`src/hdl/dpmb_pkg.sv`:
```
// Shared types and constants for the dual-port mailbox FIFO block.
package dpmb_pkg;

  localparam int UP_FIFO_DEPTH_DEF = 24;

  typedef enum logic [1:0] {
    OP_HOST_RD = 2'd0,
    OP_HOST_WR = 2'd1,
    OP_PARA_RD = 2'd2,
    OP_PARA_WR = 2'd3
  } op_t;

  // Register offsets within the eight-register window
  localparam logic [2:0] REG_CH1_STAT = 3'd0;
  localparam logic [2:0] REG_CH1_DATA = 3'd1;
  localparam logic [2:0] REG_CH2_STAT = 3'd2;
  localparam logic [2:0] REG_CH2_DATA = 3'd3;
  localparam logic [2:0] REG_CH3_STAT = 3'd4;
  localparam logic [2:0] REG_CH3_DATA = 3'd5;
  localparam logic [2:0] REG_CH4_STAT = 3'd6;
  localparam logic [2:0] REG_CH4_DATA = 3'd7;
  localparam logic [2:0] REG_SELECT   = 3'd6;

  // Control latch bit positions; T and S exist only in the written byte
  localparam int CB_Q = 0;
  localparam int CB_I = 1;
  localparam int CB_J = 2;
  localparam int CB_M = 3;
  localparam int CB_V = 4;
  localparam int CB_P = 5;
  localparam int CB_T = 6;
  localparam int CB_S = 7;

  // Flag pair per channel: data available and space free
  localparam int FB_SPACE = 0;
  localparam int FB_DATA  = 1;

  typedef logic [3:0][1:0] flags_t;

  localparam flags_t HOST_FLAGS_RST = 8'b01_11_01_01;
  localparam flags_t PARA_FLAGS_RST = 8'b01_00_01_01;

  // Parasite status registers of channels 2 to 4 read with these low bits set
  localparam logic [5:0] PARA_LOW_BITS = 6'h3F;
  localparam logic [7:0] DESEL_READ    = 8'hFE;

  typedef struct packed {
    logic push;
    logic pop;
    logic clear;
  } fifo_ctl_t;

  typedef struct packed {
    logic empty;
    logic full;
    logic one_left;
    logic one_free;
  } fifo_sts_t;

endpackage

```
`src/hdl/dpmb_up_fifo.sv`:
```
// Parasite-to-host channel 1 FIFO with registered head data.
module dpmb_up_fifo import dpmb_pkg::*; #(
  parameter int DEPTH = UP_FIFO_DEPTH_DEF
) (
  input  logic       clk,
  input  logic       rst_n,
  input  fifo_ctl_t  ctl,
  input  logic [7:0] wdata,
  output logic [7:0] rdata,
  output fifo_sts_t  sts
);

  localparam int PTR_W = (DEPTH > 1) ? $clog2(DEPTH) : 1;
  localparam int CNT_W = $clog2(DEPTH + 1);
  localparam logic [PTR_W-1:0] LAST_PTR = PTR_W'(DEPTH - 1);
  localparam logic [CNT_W-1:0] FULL_CNT = CNT_W'(DEPTH);
  localparam logic [CNT_W-1:0] ONE_CNT  = CNT_W'(1);

  logic [7:0]       mem [DEPTH];
  logic [7:0]       head_data_r;
  logic [PTR_W-1:0] head_r, head_nxt;
  logic [PTR_W-1:0] tail_r, tail_nxt;
  logic [CNT_W-1:0] cnt_r, cnt_nxt;

  always_comb begin
    head_nxt = head_r;
    tail_nxt = tail_r;
    cnt_nxt  = cnt_r;
    priority if (ctl.clear) begin
      head_nxt = '0;
      tail_nxt = '0;
      cnt_nxt  = '0;
    end else if (ctl.pop) begin
      head_nxt = (head_r == LAST_PTR) ? '0 : head_r + PTR_W'(1);
      cnt_nxt  = cnt_r - ONE_CNT;
    end else if (ctl.push) begin
      tail_nxt = (tail_r == LAST_PTR) ? '0 : tail_r + PTR_W'(1);
      cnt_nxt  = cnt_r + ONE_CNT;
    end
  end

  always_ff @(posedge clk) begin
    if (!rst_n) begin
      head_r <= '0;
      tail_r <= '0;
      cnt_r  <= '0;
    end else begin
      head_r <= head_nxt;
      tail_r <= tail_nxt;
      cnt_r  <= cnt_nxt;
    end
  end

  // Keep the entry at the head ready; forward a byte written at the new head
  always_ff @(posedge clk) begin
    if (ctl.push) begin
      mem[tail_r] <= wdata;
    end
    head_data_r <= (ctl.push && tail_r == head_nxt) ? wdata : mem[head_nxt];
  end

  assign rdata        = head_data_r;
  assign sts.empty    = (cnt_r == '0);
  assign sts.full     = (cnt_r == FULL_CNT);
  assign sts.one_left = (cnt_r == ONE_CNT);
  assign sts.one_free = (cnt_r == FULL_CNT - ONE_CNT);

`ifndef NO_ASSERTIONS
  a_cnt_bound: assert property (@(posedge clk) disable iff (!rst_n)
    cnt_r <= FULL_CNT)
    else $error("fifo count beyond depth");

  a_no_push_full: assert property (@(posedge clk) disable iff (!rst_n)
    ctl.push |-> !sts.full)
    else $error("push into full fifo");

  a_clear_empty: assert property (@(posedge clk) disable iff (!rst_n)
    ctl.clear |=> sts.empty)
    else $error("fifo not empty after clear");
`endif

endmodule

```
`src/hdl/dual_port_mailbox_fifo_ula.sv`:
```
// Dual-port mailbox: register access decode, channel state and result stage.
// Pipeline: an item passes from the input register to the result register (2 registers deep).
// Throughput: one item per cycle while out_stall is low; channel state updates as the item leaves the input register.
// Reset (rst_n low, synchronous): channels empty, flags at idle values, control latch clear,
// device selected. FIFO storage is not cleared; only entries held are ever read.
module dual_port_mailbox_fifo_ula import dpmb_pkg::*; #(
  parameter int UP_FIFO_DEPTH = UP_FIFO_DEPTH_DEF
) (
  input  logic       clk,
  input  logic       rst_n,
  input  logic       in_valid,
  output logic       in_stall,
  input  logic [1:0] in_operation,
  input  logic [2:0] in_reg_index,
  input  logic [7:0] in_write_data,
  output logic       out_valid,
  input  logic       out_stall,
  output logic [7:0] out_read_data,
  output logic       out_host_irq,
  output logic       out_parasite_irq,
  output logic       out_parasite_nmi_pulse,
  output logic       out_parasite_reset_pulse,
  output logic       out_parasite_hold
);

  // Input register
  logic       a_valid_r;
  op_t        a_op_r;
  logic [2:0] a_reg_r;
  logic [7:0] a_data_r;
  logic       a_fire;

  // Result register
  logic       out_valid_r;
  logic [7:0] out_read_data_r;
  logic       out_host_irq_r, out_para_irq_r, out_nmi_r, out_rst_r, out_hold_r;

  // Channel state
  logic [7:0] dl1_r, dl1_nxt, dl2_r, dl2_nxt, dl4_r, dl4_nxt;
  logic [7:0] ul2_r, ul2_nxt, ul4_r, ul4_nxt;
  logic [7:0] up_p0_r, up_p0_nxt, up_p1_r, up_p1_nxt;
  logic [7:0] dn_p0_r, dn_p0_nxt, dn_p1_r, dn_p1_nxt;
  logic [1:0] up_cnt_r, up_cnt_nxt, dn_cnt_r, dn_cnt_nxt;
  flags_t     hf_r, hf_nxt, pf_r, pf_nxt;
  logic [5:0] ctrl_r, ctrl_nxt;
  logic [7:0] last_host_r, last_host_nxt, last_para_r, last_para_nxt;
  logic       nmi_level_r, nmi_level_nxt;
  logic       selected_r, selected_nxt;

  // Per-item results
  logic [7:0] rd_c;
  logic       rst_pulse_c, nmi_pulse_c, touched_c, clr_c, nmi_now_c, nmi_base_c;
  logic       push_c, pop_c;

  fifo_ctl_t  fifo_ctl;
  fifo_sts_t  fifo_sts;
  logic [7:0] fifo_rdata;

  dpmb_up_fifo #(
    .DEPTH (UP_FIFO_DEPTH)
  ) u_up_fifo (
    .clk   (clk),
    .rst_n (rst_n),
    .ctl   (fifo_ctl),
    .wdata (a_data_r),
    .rdata (fifo_rdata),
    .sts   (fifo_sts)
  );

  assign a_fire   = a_valid_r && (!out_valid_r || !out_stall);
  assign in_stall = a_valid_r && out_valid_r && out_stall;

  assign fifo_ctl.push  = a_fire && push_c;
  assign fifo_ctl.pop   = a_fire && pop_c;
  assign fifo_ctl.clear = a_fire && clr_c;

  always_comb begin
    dl1_nxt       = dl1_r;
    dl2_nxt       = dl2_r;
    dl4_nxt       = dl4_r;
    ul2_nxt       = ul2_r;
    ul4_nxt       = ul4_r;
    up_p0_nxt     = up_p0_r;
    up_p1_nxt     = up_p1_r;
    dn_p0_nxt     = dn_p0_r;
    dn_p1_nxt     = dn_p1_r;
    up_cnt_nxt    = up_cnt_r;
    dn_cnt_nxt    = dn_cnt_r;
    hf_nxt        = hf_r;
    pf_nxt        = pf_r;
    ctrl_nxt      = ctrl_r;
    last_host_nxt = last_host_r;
    last_para_nxt = last_para_r;
    selected_nxt  = selected_r;
    rd_c          = '0;
    rst_pulse_c   = 1'b0;
    touched_c     = 1'b1;
    clr_c         = 1'b0;
    push_c        = 1'b0;
    pop_c         = 1'b0;

    unique case (a_op_r)
      OP_HOST_RD: begin
        if (!selected_r) begin
          rd_c      = DESEL_READ;
          touched_c = 1'b0;
        end else begin
          unique case (a_reg_r)
            REG_CH1_STAT: rd_c = {hf_r[0], ctrl_r};
            REG_CH1_DATA: begin
              if (!fifo_sts.empty) begin
                rd_c  = fifo_rdata;
                pop_c = 1'b1;
                if (fifo_sts.one_left) hf_nxt[0][FB_DATA] = 1'b0;
                pf_nxt[0][FB_SPACE] = 1'b1;
              end else begin
                rd_c = last_para_r;
              end
            end
            REG_CH2_STAT: rd_c = {hf_r[1], 6'b0};
            REG_CH2_DATA: begin
              rd_c = ul2_r;
              hf_nxt[1][FB_DATA]  = 1'b0;
              pf_nxt[1][FB_SPACE] = 1'b1;
            end
            REG_CH3_STAT: rd_c = {hf_r[2], 6'b0};
            REG_CH3_DATA: begin
              if (up_cnt_r != 2'd0) begin
                rd_c       = up_p0_r;
                up_p0_nxt  = up_p1_r;
                up_cnt_nxt = up_cnt_r - 2'd1;
                if (up_cnt_r == 2'd1) begin
                  hf_nxt[2][FB_DATA] = 1'b0;
                  pf_nxt[2]          = 2'b11;
                end
              end else begin
                rd_c = last_para_r;
              end
            end
            REG_CH4_STAT: rd_c = {hf_r[3], 6'b0};
            REG_CH4_DATA: begin
              rd_c = ul4_r;
              hf_nxt[3][FB_DATA]  = 1'b0;
              pf_nxt[3][FB_SPACE] = 1'b1;
            end
          endcase
        end
      end

      OP_HOST_WR: begin
        if (a_reg_r == REG_SELECT) begin
          selected_nxt = (a_data_r[7:1] == 7'd0);
          clr_c        = 1'b1;
          ctrl_nxt     = '0;
          rst_pulse_c  = (a_data_r[7:1] == 7'd0);
        end else if (!selected_r) begin
          touched_c = 1'b0;
        end else begin
          last_host_nxt = a_data_r;
          unique case (a_reg_r)
            REG_CH1_STAT: begin
              if (a_data_r[CB_S]) begin
                // T resets the channels but keeps the control latch
                clr_c    = a_data_r[CB_T];
                ctrl_nxt = ctrl_r | a_data_r[5:0];
              end else begin
                ctrl_nxt    = ctrl_r & ~a_data_r[5:0];
                rst_pulse_c = ctrl_r[CB_P] && a_data_r[CB_P];
              end
            end
            REG_CH1_DATA: begin
              dl1_nxt = a_data_r;
              pf_nxt[0][FB_DATA]  = 1'b1;
              hf_nxt[0][FB_SPACE] = 1'b0;
            end
            REG_CH2_DATA: begin
              dl2_nxt = a_data_r;
              pf_nxt[1][FB_DATA]  = 1'b1;
              hf_nxt[1][FB_SPACE] = 1'b0;
            end
            REG_CH3_DATA: begin
              if (dn_cnt_r < 2'd2) begin
                if (dn_cnt_r[0]) dn_p1_nxt = a_data_r;
                else dn_p0_nxt = a_data_r;
                dn_cnt_nxt = dn_cnt_r + 2'd1;
                if (!ctrl_r[CB_V] || dn_cnt_r[0]) begin
                  pf_nxt[2][FB_DATA]  = 1'b1;
                  hf_nxt[2][FB_SPACE] = 1'b0;
                end
              end
            end
            REG_CH4_DATA: begin
              dl4_nxt = a_data_r;
              pf_nxt[3][FB_DATA]  = 1'b1;
              hf_nxt[3][FB_SPACE] = 1'b0;
            end
            default: ;
          endcase
        end
      end

      OP_PARA_RD: begin
        unique case (a_reg_r)
          REG_CH1_STAT: rd_c = {pf_r[0], ctrl_r};
          REG_CH1_DATA: begin
            rd_c = dl1_r;
            pf_nxt[0][FB_DATA]  = 1'b0;
            hf_nxt[0][FB_SPACE] = 1'b1;
          end
          REG_CH2_STAT: rd_c = {pf_r[1], PARA_LOW_BITS};
          REG_CH2_DATA: begin
            rd_c = dl2_r;
            pf_nxt[1][FB_DATA]  = 1'b0;
            hf_nxt[1][FB_SPACE] = 1'b1;
          end
          REG_CH3_STAT: rd_c = {pf_r[2], PARA_LOW_BITS};
          REG_CH3_DATA: begin
            if (dn_cnt_r != 2'd0) begin
              rd_c       = dn_p0_r;
              dn_p0_nxt  = dn_p1_r;
              dn_cnt_nxt = dn_cnt_r - 2'd1;
              if (dn_cnt_r == 2'd1) begin
                pf_nxt[2][FB_DATA] = 1'b0;
                hf_nxt[2]          = 2'b11;
              end
            end else begin
              rd_c = last_host_r;
            end
          end
          REG_CH4_STAT: rd_c = {pf_r[3], PARA_LOW_BITS};
          REG_CH4_DATA: begin
            rd_c = dl4_r;
            pf_nxt[3][FB_DATA]  = 1'b0;
            hf_nxt[3][FB_SPACE] = 1'b1;
          end
        endcase
      end

      OP_PARA_WR: begin
        last_para_nxt = a_data_r;
        unique case (a_reg_r)
          REG_CH1_DATA: begin
            if (!fifo_sts.full) begin
              push_c = 1'b1;
              hf_nxt[0][FB_DATA] = 1'b1;
              if (fifo_sts.one_free) pf_nxt[0][FB_SPACE] = 1'b0;
            end
          end
          REG_CH2_DATA: begin
            ul2_nxt = a_data_r;
            hf_nxt[1][FB_DATA]  = 1'b1;
            pf_nxt[1][FB_SPACE] = 1'b0;
          end
          REG_CH3_DATA: begin
            if (up_cnt_r < 2'd2) begin
              if (up_cnt_r[0]) up_p1_nxt = a_data_r;
              else up_p0_nxt = a_data_r;
              up_cnt_nxt = up_cnt_r + 2'd1;
              if (!ctrl_r[CB_V] || up_cnt_r[0]) begin
                hf_nxt[2][FB_DATA] = 1'b1;
                pf_nxt[2]          = 2'b00;
              end
            end
          end
          REG_CH4_DATA: begin
            ul4_nxt = a_data_r;
            hf_nxt[3][FB_DATA]  = 1'b1;
            pf_nxt[3][FB_SPACE] = 1'b0;
          end
          default: ;
        endcase
      end
    endcase

    // Channel reset: drop everything held, last bytes too
    if (clr_c) begin
      dl1_nxt       = '0;
      dl2_nxt       = '0;
      dl4_nxt       = '0;
      ul2_nxt       = '0;
      ul4_nxt       = '0;
      up_p0_nxt     = '0;
      up_p1_nxt     = '0;
      dn_p0_nxt     = '0;
      dn_p1_nxt     = '0;
      up_cnt_nxt    = '0;
      dn_cnt_nxt    = '0;
      hf_nxt        = HOST_FLAGS_RST;
      pf_nxt        = PARA_FLAGS_RST;
      last_host_nxt = '0;
      last_para_nxt = '0;
    end

    nmi_base_c    = clr_c ? 1'b0 : nmi_level_r;
    nmi_now_c     = ctrl_nxt[CB_M] && pf_nxt[2][FB_DATA];
    nmi_pulse_c   = touched_c && nmi_now_c && !nmi_base_c;
    nmi_level_nxt = touched_c ? nmi_now_c : nmi_level_r;
  end

  always_ff @(posedge clk) begin
    if (!rst_n) begin
      a_valid_r   <= 1'b0;
      out_valid_r <= 1'b0;
      dl1_r       <= '0;
      dl2_r       <= '0;
      dl4_r       <= '0;
      ul2_r       <= '0;
      ul4_r       <= '0;
      up_p0_r     <= '0;
      up_p1_r     <= '0;
      dn_p0_r     <= '0;
      dn_p1_r     <= '0;
      up_cnt_r    <= '0;
      dn_cnt_r    <= '0;
      hf_r        <= HOST_FLAGS_RST;
      pf_r        <= PARA_FLAGS_RST;
      ctrl_r      <= '0;
      last_host_r <= '0;
      last_para_r <= '0;
      nmi_level_r <= 1'b0;
      selected_r  <= 1'b1;
    end else begin
      if (in_valid && !in_stall) begin
        a_valid_r <= 1'b1;
      end else if (a_fire) begin
        a_valid_r <= 1'b0;
      end
      if (a_fire) begin
        out_valid_r <= 1'b1;
      end else if (!out_stall) begin
        out_valid_r <= 1'b0;
      end
      if (a_fire) begin
        dl1_r       <= dl1_nxt;
        dl2_r       <= dl2_nxt;
        dl4_r       <= dl4_nxt;
        ul2_r       <= ul2_nxt;
        ul4_r       <= ul4_nxt;
        up_p0_r     <= up_p0_nxt;
        up_p1_r     <= up_p1_nxt;
        dn_p0_r     <= dn_p0_nxt;
        dn_p1_r     <= dn_p1_nxt;
        up_cnt_r    <= up_cnt_nxt;
        dn_cnt_r    <= dn_cnt_nxt;
        hf_r        <= hf_nxt;
        pf_r        <= pf_nxt;
        ctrl_r      <= ctrl_nxt;
        last_host_r <= last_host_nxt;
        last_para_r <= last_para_nxt;
        nmi_level_r <= nmi_level_nxt;
        selected_r  <= selected_nxt;
      end
    end
  end

  // Payload registers: input item and result item
  always_ff @(posedge clk) begin
    if (in_valid && !in_stall) begin
      a_op_r   <= op_t'(in_operation);
      a_reg_r  <= in_reg_index;
      a_data_r <= in_write_data;
    end
    if (a_fire) begin
      out_read_data_r <= rd_c;
      out_host_irq_r  <= ctrl_nxt[CB_Q] && hf_nxt[3][FB_DATA];
      out_para_irq_r  <= (ctrl_nxt[CB_I] && pf_nxt[0][FB_DATA]) ||
                         (ctrl_nxt[CB_J] && pf_nxt[3][FB_DATA]);
      out_nmi_r       <= nmi_pulse_c;
      out_rst_r       <= rst_pulse_c;
      out_hold_r      <= ctrl_nxt[CB_P];
    end
  end

  assign out_valid                = out_valid_r;
  assign out_read_data            = out_read_data_r;
  assign out_host_irq             = out_host_irq_r;
  assign out_parasite_irq         = out_para_irq_r;
  assign out_parasite_nmi_pulse   = out_nmi_r;
  assign out_parasite_reset_pulse = out_rst_r;
  assign out_parasite_hold        = out_hold_r;

`ifndef NO_ASSERTIONS
  a_stall_full: assert property (@(posedge clk) disable iff (!rst_n)
    in_stall |-> (a_valid_r && out_valid_r))
    else $error("input stalled with a free pipeline");

  a_desel_quiet: assert property (@(posedge clk) disable iff (!rst_n)
    (a_fire && !touched_c) |=> ($stable(ctrl_r) && $stable(hf_r) && $stable(pf_r)))
    else $error("deselected host access changed state");

  a_nmi_level: assert property (@(posedge clk) disable iff (!rst_n)
    (a_fire && nmi_pulse_c) |=> nmi_level_r)
    else $error("nmi pulse without level held");
`endif

endmodule
```
`config.mk`:
```
export PLATFORM = sky130hd
export DESIGN_NAME = dual_port_mailbox_fifo_ula
export DESIGN_NICKNAME = d
export VERILOG_FILES = /design/src/hdl/dpmb_pkg.sv /design/src/hdl/dpmb_up_fifo.sv /design/src/hdl/dual_port_mailbox_fifo_ula.sv
export SDC_FILE = /design/constraint.sdc
export NUM_CORES = 1
export LEC_CHECK = 0
export BUFFER_PORTS_ARGS = -buffer_cell sky130_fd_sc_hd__buf_2
export CAP_MARGIN = 25
export CELL_PAD_IN_SITES_DETAIL_PLACEMENT = 0
export CELL_PAD_IN_SITES_GLOBAL_PLACEMENT = 1
export CORE_MARGIN = 2
export CORE_UTILIZATION = 56
export DETAILED_ROUTE_END_ITERATION = 8
export PLACE_DENSITY = 0.85
export SLEW_MARGIN = 5
export SYNTH_ARGS = -nofsm -noshare
export SYNTH_HDL_FRONTEND = slang
export SYNTH_HIERARCHICAL = 1
export SYNTH_SLANG_ARGS = --single-unit
```
`constraint.sdc`:
```
create_clock -name clk -period 7.4 [get_ports clk]
set_input_delay 1.11 -clock clk [delete_from_list [all_inputs] [get_ports clk]]
set_output_delay 1.11 -clock clk [all_outputs]
set_load 0.05 [all_outputs]
```
==> results.cfg <==
[yosys]
synth.net_count = 1349
synthFlopType = edfxtp_1
synth_top_cell_by_area = edfxtp_1
yosysTopAreaCellShare = 0.405
seq_area_frac_synth = 0.576
ys_ff_latch = 356
ys_async_sr_fraction = 0
ys_top_cells_by_area = edfxtp_1 40%, dfxtp_1 17%, mux2i_1 7.2%, mux4_2 5.4%, nand2_1 2.8%
ys_warn_count = 6
synthesis.area_um2 = 16200
synthCells = 1312
syn_avg_cell_area_um2 = 12.3
synth_edf_count = 218
synth.distinct_cells = 82

[grt]
grt_max_degree = 93
grt_pass1_vias = 10618
antenna_found_initial = 0
grt_overflow = 0
track_usage = 0.267
grt_first_pass_wirelength_um = 62400

[clocking]
ctsHoldBuffers = 0
cts_sinks = 356
cts_buffers = 37
clk_pin_slew_worst_paths_ps = 60
htree_levels = 2
cts_buffer_depth = 3
clock-root-buffer = clkbuf_16
insertion_delay_ps = 530
cts_setup_buffers = 0
ctsResizeCount = 0
cts_tree = built

[power]
p_leak_uw = 0.00598
p_clk_frac = 0.435
p_per_area_nw_per_um2 = 234
swShare = 0.221
ir_drop_uv = 261
totalPowerFinal_uw = 4150
pwr-share-comb = 0.051
pwr-share-seq = 0.513
internal_power_uw = 3230
switchingPower_uw = 918

[timing]
min_period_ps = 3720
max_freq_mhz = 269
hold_ws_ps = 457
hold_violations = 0
slew_headroom = 0.335
tns_ps = 0
finalWorstSetupSlack_ps = 3680
finClkSkew_ps = 11.2
rsz0062_at_grt = false
post-route-period-util = 0.503
slew_viol_final = 0
setup_viol = 0
worst_pin_slew_ps = 994

[worst_setup_path]
end_kind = register
cpLargestDelayFamily = compound AO/OA/AOI/OAI gates
critPathKind = register to register
crit_path_cell_trace = buf_4, mux4_2, a2bb2oi_1, nand3_1, o311ai_1, mux2_2, a221o_1, a221oi_1, o22ai_1
crit_required_ps = 7670
cp.depth = 9
cp-start-kind = register
critical_path.max_fanout = 26
cpPeakStageDelay_ps = 890
worstPathArrival_ps = 4000
rr_worst_depth = 9
crit_buf_inv = 1
slowest_stage = dfxtp_2

[cells_and_area]
max_flop_register = u_up_fifo/mem
nNetsFinal = 1351
drive_gt1_frac = 0.140
antenna_cells = 0
final_util = 0.621
largest_register_ff_count = 192
area_delta_synth_final_pct = 9.64

[floorplan]
io_pins = 32
start_util = 0.567
num_rows = 62
die_height_um = 174
die-area_um2 = 30300
core-area_um2 = 28500
die_x_um = 174

[hold_path]
hold_class = register to register
hold_depth = 2

[routing]
first_iter_violations = 1330
wirelength_um = 40000
vias = 10883
viasPerCell = 6.31
routedWlPerCell_um = 23.2
post-route-drc-count = 0
first_pass_iters = 5
ant_nets = 0

[placement]
dpl.hpwl_um = 25700
pre_cts_slack_ps = 3660
gp_congestion = 0.887
port_buffers = 31

[outcome]
status = complete, no violations

[flow_run]
drv_cap = 0
## path summary, 6_finish.rpt
path                                     start  slack (ps)          endpoint
worst max-delay path                  register        3680  out_read_data[7]
worst min-delay path            last_host_r[1]         460    last_host_r[1]
worst min register to register  last_host_r[1]         460    last_host_r[1]
worst max register to register        register        3680  out_read_data[7]
## worst reg2reg max path: cells and delay by family, from the launching register on
family          cells  cell delay, ps
compound gates      5             970
simple gates        1             100
buf+inv             1             580
mux                 2             930
flops               1             890
## power groups by stage
stage,combinational (uW),sequential [uW],clock (uW)
2_1_floorplan,123,2190,0
3_3_place_gp,207,2170,0
3_5_place_dp,209,2170,0
4_1_cts,210,2130,1830
5_1_grt,230,2130,1910
6_report,213,2130,1800
## kinds of logic (layout without fill, tap and decap cells)
| kind of cell | count (synthesis) | after routing | share of synthesized area |
|---|---|---|---|
| and+or+nand+nor | 386 | 386 | 0.120 |
| DFF | 356 | 356 | 0.576 |
| AOI/OAI and AO/OA | 250 | 250 | 0.110 |
| muxes | 172 | 172 | 0.138 |
| buffers and inverters | 115 | 144 | 0.0341 |
| adders and majority gates | 20 | 20 | 0.0155 |
| xor gates and xnor gates | 13 | 13 | 0.00704 |
## cells in the mapped netlist, drive strengths merged, types with 16 or more instances
library cell  instances
o21ai                57
o211ai               17
and2                 34
buf                  49
mux4                 39
nand2               119
a22oi                17
ha                   20
o22ai                16
nor2                 69
nor2b                29
mux2i               116
a21oi                33
inv                  19
a31oi                17
mux2                 17
nand3                68
dfxtp               138
clkbuf               44
edfxtp              218
## routing by layer
layer,share of wire,routed length (um),vias to the layer above,track usage
li1,-,-,4956,-
met3,0.086,3430,89,0.0545
met4,0.038,1530,0,0.105
met5,0,0,-,0
met1,0.43,17200,5363,0.388
met2,0.45,17900,475,0.398
## through the flow
stage,instance area (um2),instances
final,17700,1725
after global routing,17700,1725
after CTS,17700,1724
after detailed placement,16500,1658
after global placement,16500,1657
after floorplan,16200,1312
## placed cells by master, fill, tap and decap left out, types with 17 or more instances in the layout
cell	instances
inv_1	19
nand3_1	68
buf_2	30
mux2i_1	116
a21oi_1	28
o211ai_1	17
a31oi_1	17
a22oi_1	17
ha_1	20
mux2_2	17
buf_4	25
and2_1	34
mux4_2	39
o21ai_0	54
edfxtp_1	218
clkbuf_16	38
nor2_1	68
dfxtp_1	136
nor2b_1	29
nand2_1	119
## area by class of cell
cell class | count | area (um2)
sequential | 356 | 9310
fill | 2278 | 10800
multi-input combinational | 841 | 6320
inverter | 22 | 82.6
tap | 384 | 480
timing repair buffer | 56 | 353
clock buffer | 55 | 1070
clock inverter | 11 | 111
Note: power is estimated with default switching activity, not from simulation.
